File: src/hw/rtl/assert_macros.svh
// ----------------------------------------------------------------------------
// assert_macros: shared concurrent assertion macros
// Clocked checks with an asynchronous active-low reset as the disable term.
// ----------------------------------------------------------------------------
`ifndef ASSERT_MACROS_SVH
`define ASSERT_MACROS_SVH

// property must hold at every rising edge outside reset
`define ASSERT_CLK(label, clk, rst_n, prop) \
	label: assert property (@(posedge clk) disable iff (!rst_n) prop) \
		else $error("assertion failed");

// condition must never be true at a rising edge outside reset
`define ASSERT_NEVER(label, clk, rst_n, cond) \
	label: assert property (@(posedge clk) disable iff (!rst_n) !(cond)) \
		else $error("forbidden condition seen");

`endif

File: src/hw/rtl/usc_pkg.sv
// ----------------------------------------------------------------------------
// usc_pkg: shared definitions for the unique ordered set
// Capacity, derived widths, command and status codes, state and cell types.
// ----------------------------------------------------------------------------
package usc_pkg;

	localparam int CAPACITY = 16;
	localparam int IDX_W    = (CAPACITY > 1) ? $clog2(CAPACITY) : 1;
	localparam int CNT_W    = $clog2(CAPACITY + 1);

	typedef enum logic [1:0] {
		OP_ADD    = 2'd0,
		OP_REMOVE = 2'd1,
		OP_QUERY  = 2'd2,
		OP_DUMP   = 2'd3
	} usc_op_t;

	typedef enum logic [1:0] {
		STAT_OK     = 2'd0,
		STAT_DUP    = 2'd1,
		STAT_ABSENT = 2'd2,
		STAT_FULL   = 2'd3
	} usc_status_t;

	typedef enum logic [1:0] {
		ST_IDLE,
		ST_EXEC,
		ST_DUMP
	} usc_state_t;

	// controls broadcast to every cell of the chain
	typedef struct packed {
		logic        shift;
		logic        rotate;
		logic [31:0] key;
	} usc_cell_ctrl_t;

endpackage

File: src/hw/rtl/usc_if.sv
// ----------------------------------------------------------------------------
// usc_if: command and result channels of the unique ordered set
// Valid/ready channels; a word moves when valid and ready are both high.
// ----------------------------------------------------------------------------
interface usc_cmd_if;
	logic               valid;
	logic               ready;
	logic        [1:0]  opcode;
	logic signed [31:0] value;

	modport source (output valid, output opcode, output value, input ready);
	modport sink   (input valid, input opcode, input value, output ready);
endinterface

interface usc_res_if;
	logic               valid;
	logic               ready;
	logic        [1:0]  status;
	logic               found;
	logic signed [31:0] entry_value;
	logic               entry_present;
	logic               last;

	modport source (output valid, output status, output found, output entry_value,
		output entry_present, output last, input ready);
	modport sink   (input valid, input status, input found, input entry_value,
		input entry_present, input last, output ready);
endinterface

File: src/hw/rtl/usc_cell.sv
// ----------------------------------------------------------------------------
// usc_cell: one storage cell of the set chain
// Holds one entry, compares it with the broadcast key, passes the hit flag
// to the younger neighbor and takes its younger neighbor's entry on rotate, or on shift at or after a hit.
// ----------------------------------------------------------------------------
module usc_cell import usc_pkg::*; (
	input  logic           clk,
	input  usc_cell_ctrl_t ctl,
	input  logic           occupied,
	input  logic           load,
	input  logic           hit_in,
	input  logic [31:0]    nxt_data,
	output logic [31:0]    data,
	output logic           hit_out
);

	logic [31:0] data_q;

	// hit seen at this cell or any older one
	assign hit_out = hit_in | (occupied & (data_q == ctl.key));
	assign data    = data_q;

	// entry register: append, close a gap, or rotate for a dump
	always_ff @(posedge clk) begin
		if (load) begin
			data_q <= ctl.key;
		end else if (ctl.rotate || (ctl.shift && hit_out)) begin
			data_q <= nxt_data;
		end
	end

endmodule

File: src/hw/rtl/unique_ordered_set.sv
// ----------------------------------------------------------------------------
// unique_ordered_set: bounded insertion-ordered set of distinct 32-bit values
// Commands enter on cmd (opcode, value); results leave on res.
// ----------------------------------------------------------------------------
// Usage:
//   cmd takes one word at a time: add, remove, query or dump. ready is high
//   only while no command is being worked on.
//   add, remove and query give one result word; the result is registered
//   in the EXEC state once the result register is free, and the next
//   command can be taken when the set is back in IDLE.
//   Entries live in a chain of CAPACITY cells that compare in parallel;
//   remove closes the gap by shifting younger cells down.
//   dump rotates the whole chain once, reading cell 0 at each step: one
//   result per entry, oldest first, last marked; an empty set gives a
//   single result without an entry.
//   When res stalls, the result register holds its word and the chain waits.
//   Reset empties the set (count to zero) and drops any pending result;
//   entry storage is not cleared.
// ----------------------------------------------------------------------------
`include "assert_macros.svh"

module unique_ordered_set import usc_pkg::*; (
	input  logic      clk,
	input  logic      arst_n,
	usc_cmd_if.sink   cmd,
	usc_res_if.source res
);

	usc_state_t      state_q, state_d;
	logic [1:0]      op_q;
	logic [31:0]     key_q;
	logic [CNT_W-1:0] count_q, count_d;
	logic [IDX_W-1:0] step_q, step_d;

	logic              out_valid_q, out_valid_d;
	logic [1:0]        out_status_q, out_status_d;
	logic              out_found_q, out_found_d;
	logic [31:0]       out_entry_q, out_entry_d;
	logic              out_present_q, out_present_d;
	logic              out_last_q, out_last_d;
	logic              out_load;

	usc_cell_ctrl_t    ctl;
	logic [31:0]       cell_data [CAPACITY];
	logic [CAPACITY:0] hit_chain;
	logic              any_hit;
	logic              out_free;
	logic              exec_fire;
	logic              is_full;
	logic              add_ok;
	logic              emit_now;
	logic              dump_last;

	// cell chain
	assign hit_chain[0] = 1'b0;
	for (genvar i = 0; i < CAPACITY; i++) begin : g_cell
		logic occ;
		logic ld;
		assign occ = (CNT_W'(i) < count_q);
		assign ld  = add_ok && (count_q == CNT_W'(i));
		usc_cell u_cell (
			.clk      (clk),
			.ctl      (ctl),
			.occupied (occ),
			.load     (ld),
			.hit_in   (hit_chain[i]),
			.nxt_data (cell_data[(i + 1) % CAPACITY]),
			.data     (cell_data[i]),
			.hit_out  (hit_chain[i + 1])
		);
	end

	assign any_hit   = hit_chain[CAPACITY];
	assign out_free  = !out_valid_q || res.ready;
	assign exec_fire = (state_q == ST_EXEC) && out_free;
	assign is_full   = (count_q == CNT_W'(CAPACITY));
	assign add_ok    = exec_fire && (op_q == OP_ADD) && !any_hit && !is_full;

	// dump sequencing: emit while the step is below the fill count, or at step 0 when the set is empty
	assign emit_now  = (count_q == '0) ? (step_q == '0) : ({1'b0, step_q} < count_q);
	assign dump_last = (count_q == '0) || (({1'b0, step_q} + CNT_W'(1)) == count_q);

	// broadcast controls
	always_comb begin
		ctl.key    = key_q;
		ctl.shift  = exec_fire && (op_q == OP_REMOVE);
		ctl.rotate = (state_q == ST_DUMP) && (!emit_now || out_free);
	end

	// next state, count and result word
	always_comb begin
		state_d       = state_q;
		count_d       = count_q;
		step_d        = step_q;
		out_load      = 1'b0;
		out_status_d  = STAT_OK;
		out_found_d   = 1'b0;
		out_entry_d   = '0;
		out_present_d = 1'b0;
		out_last_d    = 1'b1;
		case (state_q)
			ST_IDLE: begin
				if (cmd.valid) begin
					state_d = ST_EXEC;
				end
			end
			ST_EXEC: begin
				if (op_q == OP_DUMP) begin
					state_d = ST_DUMP;
					step_d  = '0;
				end else if (out_free) begin
					state_d  = ST_IDLE;
					out_load = 1'b1;
					case (op_q)
						OP_ADD: begin
							if (any_hit) begin
								out_status_d = STAT_DUP;
							end else if (is_full) begin
								out_status_d = STAT_FULL;
							end else begin
								count_d = count_q + CNT_W'(1);
							end
						end
						OP_REMOVE: begin
							if (any_hit) begin
								count_d = count_q - CNT_W'(1);
							end else begin
								out_status_d = STAT_ABSENT;
							end
						end
						OP_QUERY: begin
							out_found_d = any_hit;
						end
						default: begin
							out_status_d = STAT_OK;
						end
					endcase
				end
			end
			ST_DUMP: begin
				if (emit_now && out_free) begin
					out_load      = 1'b1;
					out_present_d = (count_q != '0);
					out_entry_d   = (count_q != '0) ? cell_data[0] : '0;
					out_last_d    = dump_last;
				end
				if (ctl.rotate) begin
					step_d = step_q + IDX_W'(1);
					if (step_q == IDX_W'(CAPACITY - 1)) begin
						state_d = ST_IDLE;
					end
				end
			end
			default: begin
				state_d = ST_IDLE;
			end
		endcase
	end

	assign out_valid_d = out_load || (out_valid_q && !res.ready);

	// control registers
	always_ff @(posedge clk or negedge arst_n) begin
		if (!arst_n) begin
			state_q     <= ST_IDLE;
			count_q     <= '0;
			step_q      <= '0;
			out_valid_q <= 1'b0;
		end else begin
			state_q     <= state_d;
			count_q     <= count_d;
			step_q      <= step_d;
			out_valid_q <= out_valid_d;
		end
	end

	// command and result payload registers
	always_ff @(posedge clk) begin
		if (cmd.valid && cmd.ready) begin
			op_q  <= cmd.opcode;
			key_q <= cmd.value;
		end
		if (out_load) begin
			out_status_q  <= out_status_d;
			out_found_q   <= out_found_d;
			out_entry_q   <= out_entry_d;
			out_present_q <= out_present_d;
			out_last_q    <= out_last_d;
		end
	end

	// ports
	assign cmd.ready         = (state_q == ST_IDLE);
	assign res.valid         = out_valid_q;
	assign res.status        = out_status_q;
	assign res.found         = out_found_q;
	assign res.entry_value   = out_entry_q;
	assign res.entry_present = out_present_q;
	assign res.last          = out_last_q;

	// checks
	`ASSERT_NEVER(a_count_bound, clk, arst_n, count_q > CNT_W'(CAPACITY))
	`ASSERT_CLK(a_accept_exec, clk, arst_n, (cmd.valid && cmd.ready) |=> (state_q == ST_EXEC))
	`ASSERT_CLK(a_absent_last, clk, arst_n, (res.valid && !res.entry_present) |-> res.last)
	`ASSERT_CLK(a_found_query, clk, arst_n, (res.valid && res.found) |-> (res.status == STAT_OK))

endmodule

File: src/flat_wrapper.sv
// flat-port wrapper written by rule: the top's interface ports become plain ports
module unique_ordered_set_flat import usc_pkg::*;
  (clk, arst_n, cmd_valid, cmd_opcode, cmd_value, cmd_ready, res_valid, res_status, res_found, res_entry_value, res_entry_present, res_last, res_ready);
  usc_cmd_if cmd_i ();
  usc_res_if res_i ();
  input  logic clk;
  input  logic arst_n;
  input wire logic [$bits(cmd_i.valid)-1:0] cmd_valid;
  input wire logic [$bits(cmd_i.opcode)-1:0] cmd_opcode;
  input wire logic [$bits(cmd_i.value)-1:0] cmd_value;
  output wire logic [$bits(cmd_i.ready)-1:0] cmd_ready;
  output wire logic [$bits(res_i.valid)-1:0] res_valid;
  output wire logic [$bits(res_i.status)-1:0] res_status;
  output wire logic [$bits(res_i.found)-1:0] res_found;
  output wire logic [$bits(res_i.entry_value)-1:0] res_entry_value;
  output wire logic [$bits(res_i.entry_present)-1:0] res_entry_present;
  output wire logic [$bits(res_i.last)-1:0] res_last;
  input wire logic [$bits(res_i.ready)-1:0] res_ready;
  assign cmd_i.valid = cmd_valid;
  assign cmd_i.opcode = cmd_opcode;
  assign cmd_i.value = cmd_value;
  assign cmd_ready = cmd_i.ready;
  assign res_valid = res_i.valid;
  assign res_status = res_i.status;
  assign res_found = res_i.found;
  assign res_entry_value = res_i.entry_value;
  assign res_entry_present = res_i.entry_present;
  assign res_last = res_i.last;
  assign res_i.ready = res_ready;
  unique_ordered_set u_core (.clk(clk), .arst_n(arst_n), .cmd(cmd_i), .res(res_i));
endmodule
File: config.mk
export PLATFORM = sky130hd
export DESIGN_NAME = unique_ordered_set_flat
export DESIGN_NICKNAME = d
export VERILOG_FILES = /design/src/hw/rtl/usc_pkg.sv /design/src/hw/rtl/usc_if.sv /design/src/hw/rtl/usc_cell.sv /design/src/hw/rtl/unique_ordered_set.sv /design/src/flat_wrapper.sv
export VERILOG_INCLUDE_DIRS = /design/src /design/src/hw/rtl
export SDC_FILE = /design/constraint.sdc
export NUM_CORES = 1
export LEC_CHECK = 0
export BUFFER_PORTS_ARGS = -buffer_cell sky130_fd_sc_hd__buf_2
export CORE_ASPECT_RATIO = 0.7
export CORE_MARGIN = 1.5
export CORE_UTILIZATION = 64
export CTS_CLUSTER_DIAMETER = 60
export DETAILED_ROUTE_END_ITERATION = 6
export PLACE_DENSITY = 0.9
export SETUP_SLACK_MARGIN = 0.4
export SLEW_MARGIN = 20
export SYNTH_ARGS = -nofsm -noshare
export SYNTH_HDL_FRONTEND = slang
export SYNTH_SLANG_ARGS = --single-unit
File: constraint.sdc
create_clock -name clk -period 4.65 [get_ports clk]
set_input_delay 0.6975 -clock clk [delete_from_list [all_inputs] [get_ports clk]]
set_output_delay 0.6975 -clock clk [all_outputs]
set_load 0.05 [all_outputs]
==> impl_metrics.ini <==
[setup_path]
start_kind = flop
crit_arrival_ns = 4.51
cpMaxStageDelayCell = edfxtp_1
critPathTopFamily = simple AND/OR/NAND/NOR gates
worst-r2r-cell-count = 12
cp_cell_sequence = buf_12, xor2_1, nor3b_1, nand4_1, nor3_1, nand4b_1, or4_1, buf_4, nor4_4, buf_12, nand3b_1, buf_12
reg2reg_to = u_core.g_cell[14].u_cell.data[11]$_DFFE_PP_
setup.worst_path.end_class = flop
critPathMaxFanout = 33
critical_path_class = flop to flop
r2r-start = u_core.key_q[28]$_DFFE_PP_
cp_num_cells = 12
rrSetupSlack_ns = 0.47
worstSetupEndpoint = u_core.g_cell[14].u_cell.data[11]$_DFFE_PP_
setup.worst_path.start = u_core.key_q[28]$_DFFE_PP_
slowest_delay_ns = 0.77
worstPathRequired_ns = 4.99
cpMostUsedCell = buf_12
cp_num_buf_inv = 4

[power_and_ir_drop]
p_total_uw = 19300
p_per_area_nw_per_um2 = 528
p_leak_uw = 0.0121
ir_worst_vdd_mv = 0.471

[grt]
grt_first_pass_wirelength_um = 144000
grt_pass1_vias = 21300
grt_max_degree = 38
antenna_found_initial = 5
grt_overflow = 0
track_usage = 0.364

[logic_synthesis]
synth-adder-area-share = 0.00522
ys_ff_latch = 595
yosys.area.top_type = edfxtp_1
yosys.area_share.simple = 0.0947
syn_nets = 2503
synth_compound_area_frac = 0.0106
synth_top_area_share = 0.522
synth.distinct_cells = 64
synth_xor_area_frac = 0.136
synthCells = 2451
ys_async_sr_fraction = 0.0202
synth_top_family_by_area = multiplexers
ys.flop_type = edfxtp_1
syn-cell-area_um2 = 33500
ys_seq_area_frac = 0.531
yosys-mux-area-fraction = 0.178
ys_top_cells_by_area = edfxtp_1 52%, mux2_2 16%, xnor2_1 10%, xor2_1 3.4%, nand4_1 3.4%
avgSynthCellArea_um2 = 13.7
yosysWarnings = 0
synth_edf_count = 583

[run_status]
outcome = completed

[timing]
hold_viol_final = 0
tightestPinTransition_ns = 1.08
finClkSkew_ns = 0.0190
rsz0062_at_grt = false
hold_slack_ns = 0.234
post-route-period-util = 0.898
finalSetupViolCount = 0
max_slew_margin = 0.279
drv_slew = 0
period_needed_ns = 4.18
setup_tns_ns = 0
setup_ws_ns = 0.473
fmax_mhz = 239

[clocking]
cts_max_level = 2
clkTransAtPathRegs_ns = 0.07
clk_latency_ns = 0.64
cts-buffers-inserted = 57
clk_path_buf_depth = 3
root_buffer = clkbuf_16
cts_tree = done
clock-sinks = 595

[floorplanning]
chipHeight_um = 195
io_pins = 77
start_util = 0.655
die_x_um = 277
coreArea_um2 = 51200
die_area_um2 = 53800
rows = 69

[cells_and_area]
design_area_um2 = 36600
areaGrowthSynthToFinish_pct = 9.09
drive_above_1_share = 0.316
finalNetCount = 2560

[placement]
io_buffer_count = 76
dp_slack_ns = 0.437
post-dp-hpwl_um = 69800
place.gp.congestion = 0.988
place_area_um2 = 34700

[route]
wl_per_cell_um = 30.6
routed_wl_um = 98900
dr.pass1.iters = 6
route.detailed.drc = 0
drt_iter0_drc = 3273
via_count = 22200
routed_via_density = 6.87
ant_nets = 0

[flow_run]
cap_violations = 0

[hold_path]
min_path_type = input port to flop
-- cell usage in the layout, fill, tap and decap left out, types with 5 or more instances in the layout --
master	synthesis	layout
a21oi_1	6	6
and2_1	37	36
and3_1	5	5
buf_12	1	46
buf_2	46	76
buf_4	48	75
clkbuf_1	47	14
clkbuf_16	0	57
clkbuf_8	0	6
clkinv_1	0	9
clkinv_2	0	12
dfrtp_1	12	12
edfxtp_1	583	583
ha_1	14	14
inv_1	13	13
mux2_2	485	485
mux2_4	29	29
mux2i_1	7	7
nand2_1	60	60
nand2b_1	9	9
nand3_1	51	51
nand3b_1	5	5
nand4_1	182	182
nand4b_1	6	6
nor2_1	33	32
nor2b_1	8	8
nor3_1	31	30
nor4_1	72	71
nor4b_1	10	10
o2111ai_1	5	5
o21ai_0	10	10
or4_1	5	5
xnor2_1	387	387
xor2_1	131	131
-- cell type report --
| cell class | instances | area (µm²) |
|---|---|---|
| timing repair buffer | 198 | 1870 |
| antenna | 2 | 5.00 |
| inverter | 13 | 48.8 |
| clock buffer | 77 | 1560 |
| multi-input combinational | 1643 | 14300 |
| fill | 3458 | 14600 |
| sequential | 595 | 17800 |
| tap | 674 | 843 |
| clock inverter | 25 | 169 |
-- repair_timing --
action / 4_1_cts / 5_1_grt
hold endpoints to repair: 12 / 0
hold buffers: 1 / 0
resized for setup: 0 / 1
endpoints found under the setup margin: 0 / 332
setup buffers: 0 / 9
-- cells by family (layout without fill, tap and decap cells) --
group	after synthesis	after routing
AND/OR/NAND/NOR	539	539
XOR/XNOR	519	519
adder cells (fa/ha/maj)	14	14
AO/OA/AOI/OAI	50	50
multiplexers	521	521
other	0	2
flip-flops	595	595
buffers and inverters	213	313
-- worst min-delay path by stage --
stage	cells past startpoint	endpoint	start
finish	1	u_core.key_q[19]$_DFFE_PP_	cmd_value[19]
global route	1	u_core.key_q[15]$_DFFE_PP_	cmd_value[15]
CTS	1	u_core.key_q[15]$_DFFE_PP_	cmd_value[15]
detailed placement	1	u_core.state_q[0]$_DFFE_PN0P_	u_core.state_q[0]$_DFFE_PN0P_
global placement	1	u_core.state_q[0]$_DFFE_PN0P_	u_core.state_q[0]$_DFFE_PN0P_
floorplan	0	u_core.count_q[0]$_DFFE_PN0P_	arst_n
-- Yosys cell counts, drive strengths merged, types with 4 or more instances --
library cell,n
mux2,514
xnor2,387
ha,14
or4,6
xor2,132
nor2,34
o21ai,10
and3,5
o2111ai,5
nor4b,11
clkbuf,47
nand4b,6
nor4,73
mux2i,7
dfrtp,12
edfxtp,583
nand3b,5
a21oi,7
inv,13
and2,37
nand3,51
buf,153
o211ai,4
or3,5
nor2b,9
nand2b,10
nor3,34
nand4,182
nand2,60
o31ai,4
-- state kept, by name, indices dropped and copies added (netlist names) --
name                       cells
u_core.res.status              2
u_core.res.last                1
u_core.res.valid               1
u_core.state_q                 2
u_core.count_q                 5
u_core.key_q                  32
u_core.res.entry_present       1
u_core.step_q                  4
u_core.res.found               1
u_core.op_q                    2
u_core.res.entry_value        32
u_core.g_cell.u_cell.data    512
-- metal layers --
layer,GRT usage,part of all wire,vias to the layer above
met5,0.0318,0.0026,-
met4,0.0765,0.019,8
met3,0.135,0.14,178
met2,0.523,0.42,1516
met1,0.527,0.41,11200
li1,-,-,9289
-- power by group --
part | switching [µW] | total [µW] | leakage (µW) | internal, µW
sequential | 927 | 8280 | 0.00546 | 7350
clock | 2070 | 4520 | 0.000852 | 2450
combinational | 4170 | 6520 | 0.00579 | 2350
total | 7170 | 19300 | 0.0121 | 12100
-- stage by stage --
| stage | util | cells |
|---|---|---|
| 2_1_floorplan | - | 2451 |
| 4_1_cts | 0.713 | 3216 |
| 3_5_place_dp | 0.679 | 3113 |
| 6_report | 0.714 | 3227 |
| 3_3_place_gp | 0.679 | 3113 |
| 5_1_grt | 0.714 | 3226 |
Note: power is estimated with default switching activity, not from simulation.
